### src/sv/pdps_pkg.sv
package pdps_pkg;

	localparam int unsigned SAMPLE_WIDTH    = 16;
	localparam int unsigned DIFF_WIDTH      = SAMPLE_WIDTH + 1;
	localparam int unsigned THR_WIDTH       = 16;
	localparam int unsigned CNT_WIDTH       = 13;
	localparam int unsigned CFG_DATA_WIDTH  = 16;
	localparam int unsigned CFG_INDEX_WIDTH = 2;

	localparam logic [CNT_WIDTH-1:0] WEAK_FLOOR          = CNT_WIDTH'(8);
	localparam logic [THR_WIDTH-1:0] THRESHOLD_RESET     = THR_WIDTH'(1024);
	localparam logic [CNT_WIDTH-1:0] WINDOW_LENGTH_RESET = CNT_WIDTH'(64);
	localparam logic [CNT_WIDTH-1:0] RESYNC_COUNT_RESET  = CNT_WIDTH'(32);

	typedef enum logic [CFG_INDEX_WIDTH-1:0] {
		CFG_THRESHOLD     = 2'd0,
		CFG_WINDOW_LENGTH = 2'd1,
		CFG_RESYNC_COUNT  = 2'd2
	} cfg_index_t;

	typedef struct packed {
		logic [THR_WIDTH-1:0] threshold;
		logic [CNT_WIDTH-1:0] window_length;
		logic [CNT_WIDTH-1:0] resync_count;
	} cfg_t;

	typedef struct packed {
		logic signed [SAMPLE_WIDTH-1:0] sample_even;
		logic signed [SAMPLE_WIDTH-1:0] sample_odd;
	} in_item_t;

	typedef struct packed {
		logic signed [DIFF_WIDTH-1:0] difference;
		logic                         below_threshold;
		logic                         phase_used;
		logic                         resynced;
	} out_item_t;

	typedef struct packed {
		logic     valid;
		in_item_t item;
	} stage_t;

endpackage

### src/sv/pdps_cfg_regs.sv
module pdps_cfg_regs (
	input  logic                                 clk,
	input  logic                                 arst_n,
	input  logic                                 wr_en,
	input  logic [pdps_pkg::CFG_INDEX_WIDTH-1:0] index,
	input  logic [pdps_pkg::CFG_DATA_WIDTH-1:0]  wr_data,
	output pdps_pkg::cfg_t                       cfg
);

	pdps_pkg::cfg_t cfg_q;

	always_ff @(posedge clk or negedge arst_n) begin
		if (!arst_n) begin
			cfg_q.threshold     <= pdps_pkg::THRESHOLD_RESET;
			cfg_q.window_length <= pdps_pkg::WINDOW_LENGTH_RESET;
			cfg_q.resync_count  <= pdps_pkg::RESYNC_COUNT_RESET;
		end else if (wr_en) begin
			case (index)
				pdps_pkg::CFG_THRESHOLD: begin
					cfg_q.threshold <= wr_data[pdps_pkg::THR_WIDTH-1:0];
				end
				pdps_pkg::CFG_WINDOW_LENGTH: begin
					cfg_q.window_length <= wr_data[pdps_pkg::CNT_WIDTH-1:0];
				end
				pdps_pkg::CFG_RESYNC_COUNT: begin
					cfg_q.resync_count <= wr_data[pdps_pkg::CNT_WIDTH-1:0];
				end
				default: begin
				end
			endcase
		end
	end

	assign cfg = cfg_q;

endmodule

### src/sv/pdps_in_stage.sv
module pdps_in_stage (
	input  logic               clk,
	input  logic               arst_n,
	input  logic               in_valid,
	output logic               in_ready,
	input  pdps_pkg::in_item_t in_data,
	input  logic               advance,
	output pdps_pkg::stage_t   stage
);

	logic               valid_s1;
	pdps_pkg::in_item_t data_s1;

	assign in_ready = !valid_s1 || advance;

	always_ff @(posedge clk or negedge arst_n) begin
		if (!arst_n) begin
			valid_s1 <= 1'b0;
		end else if (in_valid && in_ready) begin
			valid_s1 <= 1'b1;
		end else if (advance) begin
			valid_s1 <= 1'b0;
		end
	end

	always_ff @(posedge clk) begin
		if (in_valid && in_ready) begin
			data_s1 <= in_data;
		end
	end

	assign stage.valid = valid_s1;
	assign stage.item  = data_s1;

endmodule

### src/sv/pdps_pair_core.sv
module pdps_pair_core (
	input  logic                clk,
	input  logic                arst_n,
	input  pdps_pkg::cfg_t      cfg,
	input  pdps_pkg::stage_t    stage,
	output logic                advance,
	output logic                out_valid,
	input  logic                out_ready,
	output pdps_pkg::out_item_t out_data
);

	localparam int unsigned SW = pdps_pkg::SAMPLE_WIDTH;
	localparam int unsigned DW = pdps_pkg::DIFF_WIDTH;
	localparam int unsigned CW = pdps_pkg::CNT_WIDTH;

	logic signed [SW-1:0] prev_odd_q;
	logic                 phase_q;
	logic [CW-1:0]        weak_count_q;
	logic [CW-1:0]        pair_count_q;
	logic                 out_valid_q;
	pdps_pkg::out_item_t  out_data_s2;

	logic signed [DW-1:0] even_x;
	logic signed [DW-1:0] odd_x;
	logic signed [DW-1:0] prev_x;
	logic signed [DW-1:0] diff;
	logic [DW-1:0]        mag;
	logic                 weak_hit;
	logic [CW-1:0]        weak_next;
	logic [CW-1:0]        pair_next;
	logic                 window_end;
	logic                 flip;

	assign advance = stage.valid && (!out_valid_q || out_ready);

	always_comb begin
		even_x     = {stage.item.sample_even[SW-1], stage.item.sample_even};
		odd_x      = {stage.item.sample_odd[SW-1], stage.item.sample_odd};
		prev_x     = {prev_odd_q[SW-1], prev_odd_q};
		diff       = phase_q ? (prev_x - even_x) : (even_x - odd_x);
		mag        = diff[DW-1] ? DW'(-diff) : DW'(diff);
		weak_hit   = mag < DW'(cfg.threshold);
		weak_next  = weak_count_q + CW'(weak_hit);
		pair_next  = pair_count_q + CW'(1);
		window_end = pair_next >= cfg.window_length;
		flip       = window_end && (weak_next > cfg.resync_count)
			&& (weak_next > pdps_pkg::WEAK_FLOOR);
	end

	always_ff @(posedge clk or negedge arst_n) begin
		if (!arst_n) begin
			prev_odd_q   <= '0;
			phase_q      <= 1'b0;
			weak_count_q <= '0;
			pair_count_q <= '0;
		end else if (advance) begin
			prev_odd_q <= stage.item.sample_odd;
			phase_q    <= phase_q ^ flip;
			if (window_end) begin
				weak_count_q <= '0;
				pair_count_q <= '0;
			end else begin
				weak_count_q <= weak_next;
				pair_count_q <= pair_next;
			end
		end
	end

	always_ff @(posedge clk or negedge arst_n) begin
		if (!arst_n) begin
			out_valid_q <= 1'b0;
		end else if (advance) begin
			out_valid_q <= 1'b1;
		end else if (out_ready) begin
			out_valid_q <= 1'b0;
		end
	end

	always_ff @(posedge clk) begin
		if (advance) begin
			out_data_s2.difference      <= diff;
			out_data_s2.below_threshold <= weak_hit;
			out_data_s2.phase_used      <= phase_q;
			out_data_s2.resynced        <= flip;
		end
	end

	assign out_valid = out_valid_q;
	assign out_data  = out_data_s2;

endmodule

### src/sv/pair_difference_phase_sync.sv
// Channel   Direction  Handshake             Payload
// in        input      in_valid / in_ready   in_data (sample_even, sample_odd)
// out       output     out_valid / out_ready out_data (difference, flags)
// cfg       input      cfg_wr_en             cfg_index, cfg_wr_data
//
// Each pair goes from the input register to the result register; a new pair
// is taken every cycle unless the output stalls. The input register feeds the
// subtract, compare and window counters, which load the result register.
// Reset clears the pairing state, both window counters and the handshake flags;
// the configuration registers return to their default values.
// A stalled output holds the pair in the input register and lowers in_ready.
module pair_difference_phase_sync (
	input  logic                                 clk,
	input  logic                                 arst_n,
	input  logic                                 in_valid,
	output logic                                 in_ready,
	input  pdps_pkg::in_item_t                   in_data,
	output logic                                 out_valid,
	input  logic                                 out_ready,
	output pdps_pkg::out_item_t                  out_data,
	input  logic                                 cfg_wr_en,
	input  logic [pdps_pkg::CFG_INDEX_WIDTH-1:0] cfg_index,
	input  logic [pdps_pkg::CFG_DATA_WIDTH-1:0]  cfg_wr_data
);

	pdps_pkg::cfg_t   cfg;
	pdps_pkg::stage_t stage;
	logic             advance;

	pdps_cfg_regs u_cfg_regs (
		.clk     (clk),
		.arst_n  (arst_n),
		.wr_en   (cfg_wr_en),
		.index   (cfg_index),
		.wr_data (cfg_wr_data),
		.cfg     (cfg)
	);

	pdps_in_stage u_in_stage (
		.clk      (clk),
		.arst_n   (arst_n),
		.in_valid (in_valid),
		.in_ready (in_ready),
		.in_data  (in_data),
		.advance  (advance),
		.stage    (stage)
	);

	pdps_pair_core u_pair_core (
		.clk       (clk),
		.arst_n    (arst_n),
		.cfg       (cfg),
		.stage     (stage),
		.advance   (advance),
		.out_valid (out_valid),
		.out_ready (out_ready),
		.out_data  (out_data)
	);

endmodule
### config.mk
export PLATFORM = sky130hd
export DESIGN_NAME = pair_difference_phase_sync
export DESIGN_NICKNAME = d
export VERILOG_FILES = /design/src/sv/pdps_pkg.sv /design/src/sv/pdps_cfg_regs.sv /design/src/sv/pdps_in_stage.sv /design/src/sv/pdps_pair_core.sv /design/src/sv/pair_difference_phase_sync.sv
export SDC_FILE = /design/constraint.sdc
export NUM_CORES = 1
export LEC_CHECK = 0
export BUFFER_PORTS_ARGS = -buffer_cell sky130_fd_sc_hd__buf_2
export CAP_MARGIN = 30
export CORE_AREA = 2 2 174 176
export DETAILED_ROUTE_END_ITERATION = 8
export DIE_AREA = 0 0 176 178
export PLACE_DENSITY_LB_ADDON = 0.15
export RECOVER_POWER = 50
export SLEW_MARGIN = 20
export SYNTH_ARGS = -nofsm -noshare
export SYNTH_HDL_FRONTEND = slang
export SYNTH_HIERARCHICAL = 1
export SYNTH_SLANG_ARGS = --single-unit
export TNS_END_PERCENT = 1
### constraint.sdc
create_clock -name clk -period 14.8 [get_ports clk]
set_input_delay 3.7 -clock clk [delete_from_list [all_inputs] [get_ports clk]]
set_output_delay 3.7 -clock clk [all_outputs]
set_load 0.005 [all_outputs]
# Word level (Yosys, flattened, before mapping)

Index checks and enable logic that the tools add are counted.

Register bits after elaboration: 139
Input bits: 55
Output and inout bits: 22
Word-level logic and storage cells: 49

$add $sub $neg: 5
Magnitude comparators: 4
Equal/unequal tests: 2
Multiplexer cells: 8
Bitwise gates (word level): 1
Reduce and logical (&&, ||, !) cells: 14

Operator list:

| kind                    | count |
|---|---|
| $mux W17                | 2 |
| $sub A16 B16 Y17        | 2 |
| $mux W13                | 2 |
| $lt A17 B16 Y1          | 1 |
| $neg A17 Y17            | 1 |
| $add A13 B1 Y13         | 1 |
| $add A13 B1 Y13 const B | 1 |
| $ge A13 B13 Y1          | 1 |
| $gt A13 B13 Y1          | 1 |
| $gt A13 B4 Y1 const B   | 1 |
| $reduce_and A2 Y1       | 3 |
| $logic_and A1 B1 Y1     | 4 |
| $mux W1                 | 4 |
| $reduce_bool A2 Y1      | 2 |
| $eq A2 B1 Y1 const B    | 1 |
| $eq A2 B2 Y1 const B    | 1 |
| $logic_not A1 Y1        | 2 |
| $logic_not A2 Y1        | 1 |
| $logic_or A1 B1 Y1      | 2 |
| $xor A1 B1 Y1           | 1 |

# Logic depth before layout (Yosys ltp)

Gate-level depths: netlist of the first run.

Word-level depth: 10
Mapped depth: 38
Mapped depth without buffers: 38

# By module

Netlist of the first run, hierarchy kept.

Modules (own cells, without submodules):

| module         | instances | cells an instance | area an instance (sq um) | seq. area each (sq um) |
|---|---|---|---|---|
| pdps_pair_core | 1         | 750               | 6154.7                   | 1701.6 |
| pdps_cfg_regs  | 1         | 90                | 1587.8                   | 1054.8 |
| pdps_in_stage  | 1         | 37                | 1022.2                   | 985.9 |

# Worst setup path before layout of the first run

No wires, ideal clock.

Kind: input to output
Start: input port out_ready
End: output port in_ready
Arrival time: 5.198 ns
Required time: 11.100 ns
Setup slack: 5.902 ns
Stages on the path: 5
Path buffers: 1
Cells stage by stage: nand2b_1 -> nand2_1 -> inv_1 -> buf_1 -> nand2b_4

Longest elaborated chain between the ends: 3

Ends and longest elaborated chain:

| element             | RTL line                         | RTL |
|---|---|---|
| from (decl)         | pair_difference_phase_sync.sv:19 | `input logic out_ready,` |
| $logic_or A1 B1 Y1  | pdps_pair_core.sv:34             | `assign advance = stage.valid && (!out_valid_q \|\| out_ready);` |
| $logic_and A1 B1 Y1 | pdps_pair_core.sv:34             |  |
| net advance         | pair_difference_phase_sync.sv:28 | `logic advance;` |
| $logic_or A1 B1 Y1  | pdps_in_stage.sv:14              | `assign in_ready = !valid_s1 \|\| advance;` |
| to (decl)           | pair_difference_phase_sync.sv:16 | `output logic in_ready,` |

The timed path passes the listed nets, and every way through them passes these cells.

# Worst setup path after layout of the first run

Ends and elaborated chain as after synthesis.

==> impl_metrics.json, run 1 <==
{
  "finalClockSkew_ns": 0.0116,
  "worst_hold_slack_ns": 0.487,
  "first_pass_grt_wire_length_um": 36300,
  "power_density_nw_per_um2": 136,
  "power.static_leakage_nw": 4.58,
  "critical_path.reg2reg.endpoint": "u_pair_core/out_data[0]$_DFFE_PP_",
  "launch_point_of_the_worst_reg_to_reg_path": "u_pair_core/prev_odd_q[0]$_DFFE_PN0P_",
  "critical_path.startpoint": "out_ready",
  "crit_arrival_ns": 7.40,
  "drt-vias-per-instance": 4.79,
  "clk_pin_slew_ns": 0.05,
  "cts_setup_buffers": 0,
  "timing.critical_path.to_type": "primary output",
  "setup-violations-final": 0,
  "layout-area-overhead-vs-synth_pct": 15.5,
  "finalNetCount": 1086,
  "place.gp.congestion": 0.809,
  "worst_ep_required_time_ns": 11.10,
  "cts_max_path_buffers": 2,
  "outcome": "finished with violations",
  "routed_wire_length_per_instance_um": 16.7,
  "grt_use_total": 0.150,
  "globalRoute.busiestLayer": "met1",
  "die_height_um": 178,
  "slowest_cell_on_crit_path": "clkbuf_1",
  "finalWorstPathRequiredPeriod_ns": 11.10,
  "unrepaired_setup_endpoints_after_global_routing": "false",
  "start_kind": "input port",
  "dr_total_vias": 6498,
  "min_delay_worst_endpoint": "u_pair_core/prev_odd_q[11]$_DFFE_PN0P_",
  "startpoint_of_the_most_critical_hold_path": "u_pair_core/prev_odd_q[11]$_DFFE_PN0P_",
  "cts-buffers-inserted": 17,
  "hold_viol_final": 0,
  "peakVddDrop_uv": 84.5,
  "design.die.area_um2": 31300,
  "post_cts.resized_instances": 0,
  "syn_area_um2": 8760,
  "clk_latency_ns": 0.42,
  "postRouteAntennaNets": 0,
  "fin_cells": 1357,
  "transition_time_at_the_pin_with_the_least_slew_margin_ns": 3.19,
  "synth_cells": 877,
  "total_neg_setup_slack_ns": 0,
  "report.final.slew_viol_count": 145,
  "pre_repair_dr_iteration_count": 4,
  "ctsRootBufferMaster": "clkbuf_16",
  "grt.met2_usage": 0.218,
  "place_hpwl_um": 17000,
  "crit_path_cell_trace": "buf_2 -> nand2b_1 -> nand2_2 -> clkbuf_1 -> clkinv_1 -> buf_4 -> nand2b_4 -> buf_2",
  "postSynthNetCount": 1009,
  "min_path_cells": 2,
  "max_freq_ghz": 0.0901,
  "timing.max_slew.rel_slack": -1.13,
  "synth-edff-count": 52,
  "number_of_clock_sinks": 139,
  "sequential_cell_area_fraction_in_the_yosys_report": 0.427,
  "synthesis.yosys.warnings": 6,
  "hp-class": "reg2reg",
  "number_of_global_route_vias_before_repair": 6320,
  "synth-main-ff-cell": "dfrtp_1",
  "layout-drive-gt1-share": 0.168,
  "core_region_area_um2": 29400,
  "ios": 77,
  "critical_path_class": "in2out",
  "core.rowCount": 63,
  "pin_count_of_the_biggest_net_entering_global_routing": 58,
  "numPlacedInstances": 1324,
  "gr-total-overflow": 0,
  "critical_path_peak_fanout": 54,
  "drc_markers": 0,
  "use_met3": 0.0264,
  "ctsHoldBuffers": 0,
  "numPortBuffers": 76,
  "synth.distinct_cells": 73,
  "synth.ff_latch_count": 139,
  "num_antenna_cells": 0,
  "globalRouteMet1Util": 0.228,
  "grt_antenna_before_repair": 0,
  "async_flop_share": 0.626,
  "die_x_extent_um": 176,
  "post-route-period-util": 0.750,
  "syn_avg_cell_area_um2": 9.99,
  "regToRegSetupSlack_ns": 5.94,
  "reg2regPathDepth": 35,
  "maxCapViolCount": 3,
  "failed_checks": "max-capacitance violations, max-slew violations",
  "initial_utilization": 0.298,
  "cts_max_level": 4,
  "worst_path_most_repeated_cell": "buf_2",
  "detail_route.iter0.violations": 448,
  "total_wirelength_um": 22600,
  "max_stage_delay_ns": 1.61,
  "tritoncts": "done"
}
==> cell families (layout without fill, tap and decap cells) <==
| family | Yosys count | count (layout) | share of synthesized area |
|---|---|---|---|
| muxes | 51 | 51 | 0.0648 |
| and+or+nand+nor | 236 | 236 | 0.138 |
| adders and majority gates | 78 | 78 | 0.113 |
| DFF | 139 | 139 | 0.427 |
| AOI/OAI and AO/OA | 200 | 200 | 0.150 |
| xor gates and xnor gates | 53 | 53 | 0.0530 |
| buffers and inverters | 120 | 210 | 0.0545 |
==> stage by stage <==
stage          utilization  worst slack, ns  total power (W)  area, um^2
5_1_grt              0.344             3.12          0.00149       10100
2_1_floorplan            -             5.90         0.000824        8760
6_report             0.344             3.70          0.00138       10100
4_1_cts              0.346             5.39          0.00140       10200
3_3_place_gp         0.325             5.40         0.000959        9560
3_5_place_dp         0.325             5.40         0.000959        9560
==> flip-flops by register name, indices dropped and copies added (netlist names) <==
name	cells
u_pair_core/phase_q	1
u_pair_core/pair_count_q	13
u_in_stage/valid_s1	1
u_in_stage/stage	32
u_pair_core/prev_odd_q	16
u_pair_core/weak_count_q	13
u_cfg_regs/cfg	42
u_pair_core/out_valid	1
u_pair_core/out_data	20
==> cell usage in the layout, fill, tap and decap left out, types with 6 or more instances in the layout <==
master and n:
inv_1 95, nand2_1 90, dfrtp_1 84, ha_1 75, buf_2 73, o21ai_0 65
edfxtp_1 52, mux2_2 43, a21oi_1 35, xnor2_1 32, nor2_1 27, xor2_1 21
clkbuf_16 20, nand3_1 20, nand2b_1 15, nor3_1 14, o21a_1 14, a21o_1 14
and3_1 12, clkbuf_1 11, a211oi_1 10, nor2b_1 10, a31oi_1 10, o31ai_1 8
a211o_1 7, nand4_1 7, nor4_1 6
==> layer usage <==
layer / vias up / routed length (um)
li1: 3288 / -
met1: 3076 / 12000
met2: 122 / 9460
met3: 12 / 799
met4: 0 / 306
met5: - / 0
==> cell usage after synthesis, drive strengths merged (17+ instances only) <==
library cell  count  area share
a21oi            36       0.021
clkbuf           17      0.0073
dfrtp            84        0.24
edfxtp           52        0.18
ha               75        0.11
inv              96       0.041
mux2             46       0.059
nand2            91       0.039
nand3            20       0.011
nor2             27       0.012
o21ai            65       0.037
xnor2            32       0.032
xor2             21       0.021
==> cell type report <==
class                      instances  area, um^2
multi-input combinational        618        4530
fill                            3029       19300
timing repair buffer              82         407
clock inverter                     3        18.8
sequential                       139        3740
clock buffer                      29         584
tap                              390         488
inverter                          96         360
==> worst max-delay path by stage <==
stage,end,slack [ns],depth (start not counted)
floorplan,in_ready,5.90,5
global route,in_ready,3.12,8
CTS,in_ready,5.39,8
global placement,in_ready,5.40,8
detailed placement,in_ready,5.40,8
finish,in_ready,3.70,8
==> where the power goes <==
part           internal (W)  total (W)  switching, W
Clock              0.000267   0.000431      0.000164
Combinational      0.000190   0.000443      0.000253
Sequential         0.000467   0.000506     0.0000397
==> critical path: cells and delay by family <==
| kind | cells | cell delay (ns) |
|---|---|---|
| buf+inv | 5 | 3.23 |
| simple gates | 3 | 0.43 |
(Power assumes the default switching activity.)
==> run 2, diff against run 1 <==
Settings changed: ABC_AREA set to 1, CORE_AREA 2 2 174 176 to 2 2 181 183, DIE_AREA 0 0 176 178 to 0 0 183 185.
Clock period 14.8 ns to 11.5 ns, I/O delays scaled along.
==> run 2 against run 1 <==
Compared with the run above:
- the flow still finishes with violations (max-capacitance violations, max-slew violations)
- first-iteration DRC count is 5.8% higher
- clock power rose by 23%
- count of clock-buffer cells in the layout fell by 7
- total power rose by 75%
- worst setup slack better by 0.0045 ns
- wire length rose by 13%
- non-clock buffer count fell by 2
- final cell count rose by 30%
- critical path type unchanged
- critical endpoint unchanged
- largest cell class unchanged
- largest power group is now combinational logic
==> impl_metrics.json, run 2 <==
{
  "synth_area_leaders": "dfrtp_1 22%, edfxtp_1 16%, nand2_1 15%, ha_1 9.9%, inv_1 9.4%",
  "layout-area-overhead-vs-synth_pct": 13.7,
  "first_pass_grt_wire_length_um": 41800,
  "synthesis.yosys.warnings": 6,
  "critical_path_class": "in2out",
  "power_density_nw_per_um2": 224,
  "clk_pin_slew_ns": 0.06,
  "die_height_um": 185,
  "core_region_area_um2": 32000,
  "design.die.area_um2": 33900,
  "failed_checks": "max-capacitance violations, max-slew violations",
  "die_x_extent_um": 183,
  "postSynthNetCount": 1400,
  "dr_total_vias": 8184,
  "hp-class": "reg2reg",
  "max_stage_delay_ns": 1.09,
  "outcome": "finished with violations",
  "finalWorstPathRequiredPeriod_ns": 7.80,
  "detail_route.iter0.violations": 474,
  "sequential_share_of_power": 0.302,
  "cts_max_path_buffers": 2,
  "max_freq_ghz": 0.128,
  "critical_path_peak_fanout": 37,
  "synth-edff-count": 52,
  "total_neg_setup_slack_ns": 0,
  "top_library_cells_by_usage_in_the_layout_fill_and_taps_aside": "385 x nand2_1, 239 x inv_1, 123 x nand3_1",
  "maxCapViolCount": 4,
  "total_wirelength_um": 25600,
  "timing.critical_path.to_type": "primary output",
  "async_flop_share": 0.626,
  "grt_antenna_before_repair": 0,
  "tritoncts": "done",
  "cts_setup_buffers": 0,
  "power.share.clock": 0.220,
  "synth.ff_latch_count": 139,
  "worst_ep_required_time_ns": 8.63,
  "synth.distinct_cells": 44,
  "worst_hold_slack_ns": 0.462,
  "drc_markers": 0,
  "post_cts.resized_instances": 0,
  "netlist.area_leader.share": 0.222,
  "worst_path_dominant_cell_family": "buffers and inverters",
  "pin_count_of_the_biggest_net_entering_global_routing": 57,
  "pre_repair_dr_iteration_count": 5,
  "unrepaired_setup_endpoints_after_global_routing": "false",
  "switchingPower_w": 0.00105,
  "comb_power_share": 0.478,
  "sequential_cell_area_fraction_in_the_yosys_report": 0.395,
  "syn_avg_cell_area_um2": 7.47,
  "pre_cts_slack_ns": 4.72,
  "timing.max_slew.rel_slack": -1.10,
  "cts_max_level": 4,
  "peakVddDrop_uv": 141,
  "crit_path_cell_trace": "buf_2 -> inv_1 -> nand2_1 -> nand2_1 -> clkbuf_1 -> clkinv_1 -> inv_1 -> nand2_1 -> buf_2",
  "timing.critical_path.buf_inv": 6,
  "power.static_leakage_nw": 5.72,
  "fin_cells": 1760,
  "synth_top_area_cell": "dfrtp_1",
  "numPortBuffers": 76,
  "ctsHoldBuffers": 0,
  "syn_area_um2": 9470,
  "numPlacedInstances": 1729,
  "post-route-period-util": 0.678,
  "clk_latency_ns": 0.44,
  "mostFrequentLayoutCell": "nand2_1",
  "postRouteAntennaNets": 0,
  "ctsRootBufferMaster": "clkbuf_16",
  "transition_time_at_the_pin_with_the_least_slew_margin_ns": 3.16,
  "number_of_clock_sinks": 139,
  "cts-buffers-inserted": 17,
  "place_hpwl_um": 19800,
  "core.rowCount": 66,
  "hold_viol_final": 0,
  "report.final.slew_viol_count": 174,
  "synth_cells": 1268,
  "reg2regPathDepth": 40,
  "place.gp.congestion": 0.820,
  "number_of_global_route_vias_before_repair": 8002,
  "grt_use_total": 0.159,
  "cellInternalPower_w": 0.00136,
  "drt-vias-per-instance": 4.65,
  "routed_wire_length_per_instance_um": 14.5,
  "start_kind": "input port",
  "finalWorstSetupSlack_ns": 3.70,
  "worst_path_most_repeated_cell": "nand2_1",
  "setup-violations-final": 0,
  "initial_utilization": 0.296,
  "finalNetCount": 1472,
  "yosys-top-cells-count": "381 x nand2_1, 238 x inv_1, 123 x nand3_1",
  "finalClockSkew_ns": 0.0170,
  "largest_reg_flops": 42,
  "num_antenna_cells": 0,
  "synth_most_common_cell": "nand2_1",
  "netSwitchingFraction": 0.437,
  "synth-main-ff-cell": "dfrtp_1",
  "layout-drive-gt1-share": 0.0969,
  "slowest_cell_on_crit_path": "clkbuf_1",
  "min_path_cells": 2,
  "gr-total-overflow": 0,
  "crit_arrival_ns": 4.92,
  "ios": 77,
  "worstSetupPathDepth": 9
}
## run 2: cell count changes after synthesis, moves of 29 or more
cell     change
nand2_1    +290
inv_1      +142
nand3_1    +103
mux2_2      -46
nand4_1     +44
xnor2_1     -30
nor2_1      +29
## run 2: power groups by stage
stage | combinational [W] | clock (W) | sequential, W
3_3_place_gp | 0.00116 | 0 | 0.000739
4_1_cts | 0.00118 | 0.000551 | 0.000730
6_report | 0.00115 | 0.000529 | 0.000728
2_1_floorplan | 0.000863 | 0 | 0.000711
3_5_place_dp | 0.00117 | 0 | 0.000739
5_1_grt | 0.00135 | 0.000572 | 0.000744
## run 2: kinds of logic after synthesis
logic type                 synth area share
AOI/OAI and AO/OA                    0.0634
DFF                                   0.395
and+or+nand+nor                       0.304
adders and majority gates             0.103
buffers and inverters                 0.117
xor gates and xnor gates             0.0176
## run 2: final cells by class
class	count	area [um^2]
Tap cell	408	510
Inverter	247	930
Timing Repair Buffer	80	417
Fill cell	3473	21300
Multi-Input combinational cell	855	4610
Clock buffer	22	497
Clock inverter	9	61.3
Sequential cell	139	3740
## run 2: worst register-to-register path: cells and delay by family, from the launching register on
family / cells / cell delay (ns)
xor+xnor: 1 / 0.16
fa+ha+maj: 4 / 1.06
simple gates: 22 / 2.57
flops: 1 / 0.91
compound gates: 8 / 1.18
buf+inv: 5 / 0.85
## run 2: worst paths after layout
kind	start	endpoint	slack (ns)
worst max-delay path	out_ready	in_ready	3.70
worst min-delay path	u_cfg_regs/cfg[36]$_DFFE_PN1P_	u_cfg_regs/cfg[36]$_DFFE_PN1P_	0.46
worst max register to register	u_pair_core/phase_q$_DFFE_PN0P_	u_pair_core/phase_q$_DFFE_PN0P_	4.64
worst min register to register	u_cfg_regs/cfg[36]$_DFFE_PN1P_	u_cfg_regs/cfg[36]$_DFFE_PN1P_	0.46
max in group asynchronous	arst_n	u_cfg_regs/cfg[41]$_DFFE_PN0P_	4.63
min in group asynchronous	arst_n	u_pair_core/prev_odd_q[14]$_DFFE_PN0P_	3.01
## run 2: metrics by stage
step	area (um^2)	utilization	power (W)
floorplan	9470	-	0.00157
global placement	10200	0.319	0.00190
detailed placement	10200	0.320	0.00191
CTS	10800	0.337	0.00246
global route	10800	0.336	0.00267
finish	10800	0.336	0.00241
## run 2: metal layers
layer / up-vias / GRT usage / routed length, um / share of wire
met4: 0 / 0.0458 / 363 / 0.014
met1: 3779 / 0.209 / 12100 / 0.47
met2: 149 / 0.267 / 12100 / 0.47
li1: 4238 / - / - / -
met3: 18 / 0.0293 / 990 / 0.039
met5: - / 0 / 0 / 0
